==> config.mk <==
export PLATFORM = sky130hd
export DESIGN_NAME = ewce_front
export DESIGN_NICKNAME = d
export VERILOG_FILES = /design/src/hw/rtl/ewce_pkg.sv /design/src/hw/rtl/ewce_front.sv
export SDC_FILE = /design/constraint.sdc
export NUM_CORES = 1
export LEC_CHECK = 0
export BUFFER_PORTS_ARGS = -buffer_cell sky130_fd_sc_hd__buf_2
export CORE_AREA = 2 2 177 179
export DETAILED_ROUTE_END_ITERATION = 6
export DIE_AREA = 0 0 179 181
export GPL_TIMING_DRIVEN = 0
export SLEW_MARGIN = 30
export SYNTH_ARGS = -nofsm -noshare
export SYNTH_HDL_FRONTEND = slang
export SYNTH_SLANG_ARGS = --single-unit
==> constraint.sdc <==
create_clock -name clk_i -period 4.4 [get_ports clk_i]
set_clock_uncertainty 0.15 [all_clocks]
set_input_delay 1.1 -clock clk_i [delete_from_list [all_inputs] [get_ports clk_i]]
set_output_delay 1.1 -clock clk_i [all_outputs]
set_load 0.03 [all_outputs]
==> src/hw/rtl/ewce_pkg.sv <==
// ----------------------------------------------------------------------------
// ewce_pkg
// Shared types, constants and the ln(1+f) table-entry function for the weighted CE unit.
// ----------------------------------------------------------------------------
package ewce_pkg;

  localparam int unsigned MaxClassesDef   = 64;
  localparam int unsigned LogTableBitsDef = 10;

  localparam logic [15:0] Ln2Q16  = 16'd45426;
  localparam logic [29:0] Ln2Q30  = 30'd744261118;
  localparam logic [19:0] LnTopQ16 = 20'd681390;  // 15 * ln2
  localparam logic [23:0] LossMax = 24'hFFFFFF;

  localparam logic [1:0] CfgNumClasses   = 2'd0;
  localparam logic [1:0] CfgUnknownClass = 2'd1;
  localparam logic [1:0] CfgClipEps      = 2'd2;

  typedef enum logic [1:0] {
    ST_IDLE,
    ST_DIV,
    ST_OUT
  } div_state_e;

  // One queued item after the front end: clipped values and control.
  typedef struct packed {
    logic [15:0] gt;
    logic [15:0] pred;
    logic        is_unknown;
    logic        close_pix;
    logic        last;
    logic [6:0]  n_cls;
    logic [14:0] floor_w;
  } ewce_item_t;

  // ln(1 + i/2^bits) in Q16 by binary log with repeated squaring.
  function automatic logic [16:0] ln1p_entry(input int unsigned i, input int unsigned bits);
    logic [63:0] m;
    logic [63:0] lg;
    logic [63:0] r;
    m  = (64'd1 << 30) + (64'(i) << (30 - bits));
    lg = '0;
    for (int b = 0; b < 20; b++) begin
      m  = (m * m) >> 30;
      lg = lg << 1;
      if (m >= (64'd1 << 31)) begin
        m     = m >> 1;
        lg[0] = 1'b1;
      end
    end
    r = (lg * 64'(Ln2Q30) + (64'd1 << 33)) >> 34;
    return r[16:0];
  endfunction

endpackage

==> src/hw/rtl/ewce_front.sv <==
// ----------------------------------------------------------------------------
// ewce_front
// Accepts items, clips both probabilities, tracks class position in a pixel.
// ----------------------------------------------------------------------------
module ewce_front #(
  parameter int unsigned MaxClasses = ewce_pkg::MaxClassesDef
) (
  input  logic                 clk_i,
  input  logic                 rst_ni,
  input  logic                 in_valid_i,
  output logic                 in_ready_o,
  input  logic [15:0]          gt_i,
  input  logic [15:0]          pred_i,
  input  logic                 last_i,
  input  logic [6:0]           num_classes_i,
  input  logic [5:0]           unknown_class_i,
  input  logic [13:0]          clip_eps_i,
  output logic                 q_valid_o,
  input  logic                 q_ready_i,
  output ewce_pkg::ewce_item_t q_item_o
);

  localparam int unsigned CntW = $clog2(MaxClasses + 1);

  logic [CntW-1:0]  count_q, count_d;
  logic [CntW+6:0]  n_eff;
  logic [15:0]      eps, hi_b, g_c, p_c;
  logic             fire, close_pix;

  // Two-entry queue toward the back end.
  ewce_pkg::ewce_item_t buf_q [2];
  logic [1:0] cnt_q;
  logic       wp_q, rp_q;

  assign in_ready_o = (cnt_q != 2'd2);
  assign fire       = in_valid_i & in_ready_o;

  always_comb begin
    eps  = (clip_eps_i == 14'd0) ? 16'd1 : {2'b00, clip_eps_i};
    hi_b = 16'd32768 - eps;
    g_c  = (gt_i < eps) ? eps : ((gt_i > hi_b) ? hi_b : gt_i);
    p_c  = (pred_i < eps) ? eps : ((pred_i > hi_b) ? hi_b : pred_i);
    if (num_classes_i < 7'd2) n_eff = (CntW+7)'(2);
    else if ({{CntW{1'b0}}, num_classes_i} > (CntW+7)'(MaxClasses)) n_eff = (CntW+7)'(MaxClasses);
    else n_eff = (CntW+7)'(num_classes_i);
    close_pix = ((CntW+7)'(count_q) + (CntW+7)'(1) >= n_eff) | last_i;
    count_d   = close_pix ? '0 : count_q + CntW'(1);
  end

  always_ff @(posedge clk_i or negedge rst_ni) begin
    if (!rst_ni) begin
      count_q <= '0;
      cnt_q   <= '0;
      wp_q    <= 1'b0;
      rp_q    <= 1'b0;
    end else begin
      if (fire) begin
        count_q <= count_d;
        wp_q    <= ~wp_q;
      end
      if (q_valid_o && q_ready_i) rp_q <= ~rp_q;
      cnt_q <= cnt_q + {1'b0, fire} - {1'b0, q_valid_o & q_ready_i};
    end
  end

  always_ff @(posedge clk_i) begin
    if (fire) begin
      buf_q[wp_q].gt         <= g_c;
      buf_q[wp_q].pred       <= p_c;
      buf_q[wp_q].is_unknown <= ((CntW+7)'(count_q) == (CntW+7)'(unknown_class_i));
      buf_q[wp_q].close_pix  <= close_pix;
      buf_q[wp_q].last       <= last_i;
      buf_q[wp_q].n_cls      <= n_eff[6:0];
      buf_q[wp_q].floor_w    <= {eps[13:0], 1'b0};
    end
  end

  assign q_valid_o = (cnt_q != 2'd0);
  assign q_item_o  = buf_q[rp_q];

endmodule

==> impl_metrics.py <==
metrics = {
    "grt": {
        "grt_use_total": 0.1378,
        "grt_max_degree": 22,
        "antenna_found_initial": 5,
        "grt_pass1_vias": 5787,
        "grt.overflow.total": 0,
        "grt_pass1_wl_microns": 33120,
    },
    "yosys": {
        "ys_seq_area_frac": 0.4833,
        "synthesis.area_sq_um": 7528,
        "synth_enable_flop_cells": 112,
        "async_flop_share": 0.08943,
        "synth-seq-cells": 123,
        "synth.area.top_cells": "edfxtp_1, ha_1, mux2_2, dfrtp_1, nand2_1",
        "synth_top_area_frac": 0.4467,
        "synth_cells": 643,
        "synth.largest_area_cell": "edfxtp_1",
        "synth.avg_cell_area_sq_um": 11.71,
        "ys_warn_count": 0,
        "ys.flop_type": "edfxtp_1",
        "ys_types": 67,
    },
    "finish": {
        "stdcell_area_sq_um": 10710,
        "drive_gt1_frac": 0.4544,
        "fin_cells": 1255,
        "fill_cells": 2982,
        "mostFrequentLayoutCell": "buf_2",
        "final_util": 0.3529,
        "nNetsFinal": 974,
        "syn_to_final_growth_pct": 42.28,
        "final_cell_mix": "buf_2, edfxtp_1, ha_1",
    },
    "sta": {
        "relSlewSlack": 0.4225,
        "max_freq_ghz": 0.2089,
        "whs_ns": 0.3504,
        "period_share": 1.088,
        "finalWorstSetupSlack_ns": -0.3881,
        "fin_tns_setup_ns": -17.69,
        "finalHoldViolCount": 0,
        "finalSetupViolCount": 64,
        "rsz0062_at_grt": "yes",
        "min_period_ns": 4.788,
        "worst_slew_pin_slew_ns": 0.8605,
        "drv_slew": 0,
    },
    "worst_setup_path": {
        "cp_max_fo": 6,
        "r2r-start": "count_q[0]",
        "crit_path_end_kind": "flop",
        "start_kind": "input port",
        "reg2reg_to": "count_q[2]",
        "crit_start": "clip_eps_i[7]",
        "critPathKind": "input port to flop",
        "regToRegSetupSlack_ns": 1.67,
        "arrival_ns": 4.78,
        "reg2reg_depth": 9,
        "cp_data_required_time_ns": 4.40,
    },
    "min_path": {
        "min_to": "cnt_q[1]",
        "hp-start": "cnt_q[1]",
        "whs_path_depth": 1,
        "min_path_type": "flop to flop",
    },
    "placement": {
        "dp_slack_ns": -1.841,
        "hpwl_microns": 16950,
        "placed_area_sq_um": 8997,
        "port_buffers": 119,
        "dp.cells": 1165,
        "gp_congestion": 0.8249,
    },
    "power_and_ir_drop": {
        "power_density_nw_per_um2": 484.1,
        "vdd_drop_max_uv": 240.1,
        "total_power_mw": 5.185,
        "power.leakage_nw": 4.276,
    },
    "floorplan": {
        "die_area_sq_um": 32400,
        "core_area_sq_um": 30350,
        "die_h_microns": 181,
        "die-width_microns": 179,
        "ioPinCount": 123,
        "core.rowCount": 64,
        "start_util": 0.2481,
    },
    "clock_tree": {
        "cts_buffer_depth": 2,
        "cts-buffers-inserted": 17,
        "numClockSinks": 123,
        "cts_tree": "yes",
        "htreeDepth": 4,
        "cts.root.buffer_cell": "clkbuf_16",
        "hold_buffers": 0,
        "clkTransAtPathRegs_ns": 0.06,
        "clock_latency_ns": 0.41,
    },
    "run_status": {
        "outcome": "finished, violations left",
        "violations": "setup timing",
    },
    "route": {
        "dr.pass1.iters": 5,
        "wl_per_cell_microns": 17.80,
        "routed_wl_microns": 22340,
        "viasPerCell": 4.720,
        "initialDrtViolationCount": 333,
        "antenna_left": 0,
        "drc": 0,
        "num_vias": 5924,
    },
    "flow_run": {
        "drv_cap": 0,
    },
}
logic make-up after synthesis:
group	share of synthesized area
and+or+nand+nor	0.1300
xor gates and xnor gates	0.03374
adders and majority gates	0.1114
AOI/OAI and AO/OA	0.1104
DFF	0.4833
buffers and inverters	0.03955
other	0.0009975
muxes	0.09074
synth_stat cells (6+ instances only):
| library cell | number |
|---|---|
| clkbuf_1 | 29 |
| edfxtp_1 | 112 |
| a21oi_1 | 17 |
| nand4_1 | 15 |
| nor2_1 | 36 |
| mux2_2 | 56 |
| xnor2_1 | 14 |
| xor2_1 | 10 |
| a221oi_2 | 6 |
| ha_1 | 67 |
| o21ai_0 | 18 |
| dfrtp_1 | 11 |
| nand2_1 | 43 |
| a211oi_1 | 9 |
| a222oi_1 | 6 |
| a31oi_1 | 6 |
| and3_1 | 12 |
| inv_1 | 31 |
| nand3_1 | 15 |
| nor2b_1 | 8 |
| nor3_1 | 17 |
| a21o_1 | 10 |
| or3_1 | 9 |
final cells by class:
| type | instances | area (sq um) | share of cell area |
|---|---|---|---|
| Sequential cell | 123 | 3638 | 0.3397 |
| Timing Repair Buffer | 183 | 1339 | 0.1250 |
| Antenna cell | 3 | 7.507 | 0.0007009 |
| Multi-Input combinational cell | 451 | 4385 | 0.4094 |
| Buffer | 35 | 183.9 | 0.01717 |
| Inverter | 32 | 122.6 | 0.01145 |
| Clock buffer | 17 | 425.4 | 0.03972 |
| Clock inverter | 15 | 113.9 | 0.01063 |
| Tap cell | 396 | 495.5 | 0.04626 |
critical path, cell delays in order:
cell and delay [ns]:
buf_8 0.10, or4_4 0.55, nor4_4 0.14, or2_4 0.18
inv_4 0.04, ha_4 0.14, and3_4 0.16, nor2b_4 0.14
nand3_4 0.07, nor3_4 0.06, xnor2_2 0.14, buf_4 0.16
ha_4 0.25, nand4_1 0.16, nor2_4 0.19, buf_6 0.14
o2111ai_2 0.10, and3_4 0.23, a21oi_4 0.25, buf_4 0.16
nor2_1 0.04, a221o_1 0.29
power by group:
group | switching, mW | internal (mW)
Sequential | 0.0741 | 1.61
Combinational | 1.38 | 0.850
Clock | 0.539 | 0.725
Total | 2.00 | 3.19
worst max path at each step:
| stage | to | slack, ns |
|---|---|---|
| after global placement | buf_q[1][44] | -1.90 |
| after floorplan | buf_q[0][53] | -0.91 |
| final | buf_q[1][53] | -0.39 |
| after CTS | buf_q[1][53] | -0.43 |
| after detailed placement | buf_q[0][47] | -1.84 |
| after global routing | buf_q[1][41] | -0.55 |
per-layer routing:
| metal | wire length, microns | vias to the layer above | GRT usage |
|---|---|---|---|
| met5 | 20 | - | 0 |
| li1 | - | 2871 | - |
| met2 | 11480 | 124 | 0.2411 |
| met4 | 493 | 4 | 0.04618 |
| met3 | 1062 | 33 | 0.03493 |
| met1 | 9286 | 2892 | 0.1626 |
flip-flops by register name, indices dropped and copies added, names as in the netlist:
register and flops:
wp_q 1, cnt_q 2, rp_q 1, buf_q 112, count_q 7
what timing repair did:
item	CTS	global route
setup buffers	37	21
cloned	2	0
setup endpoints to repair	64	64
resized for setup	83	56
pin swaps	49	47
Note: power is estimated with default switching activity, not from simulation.
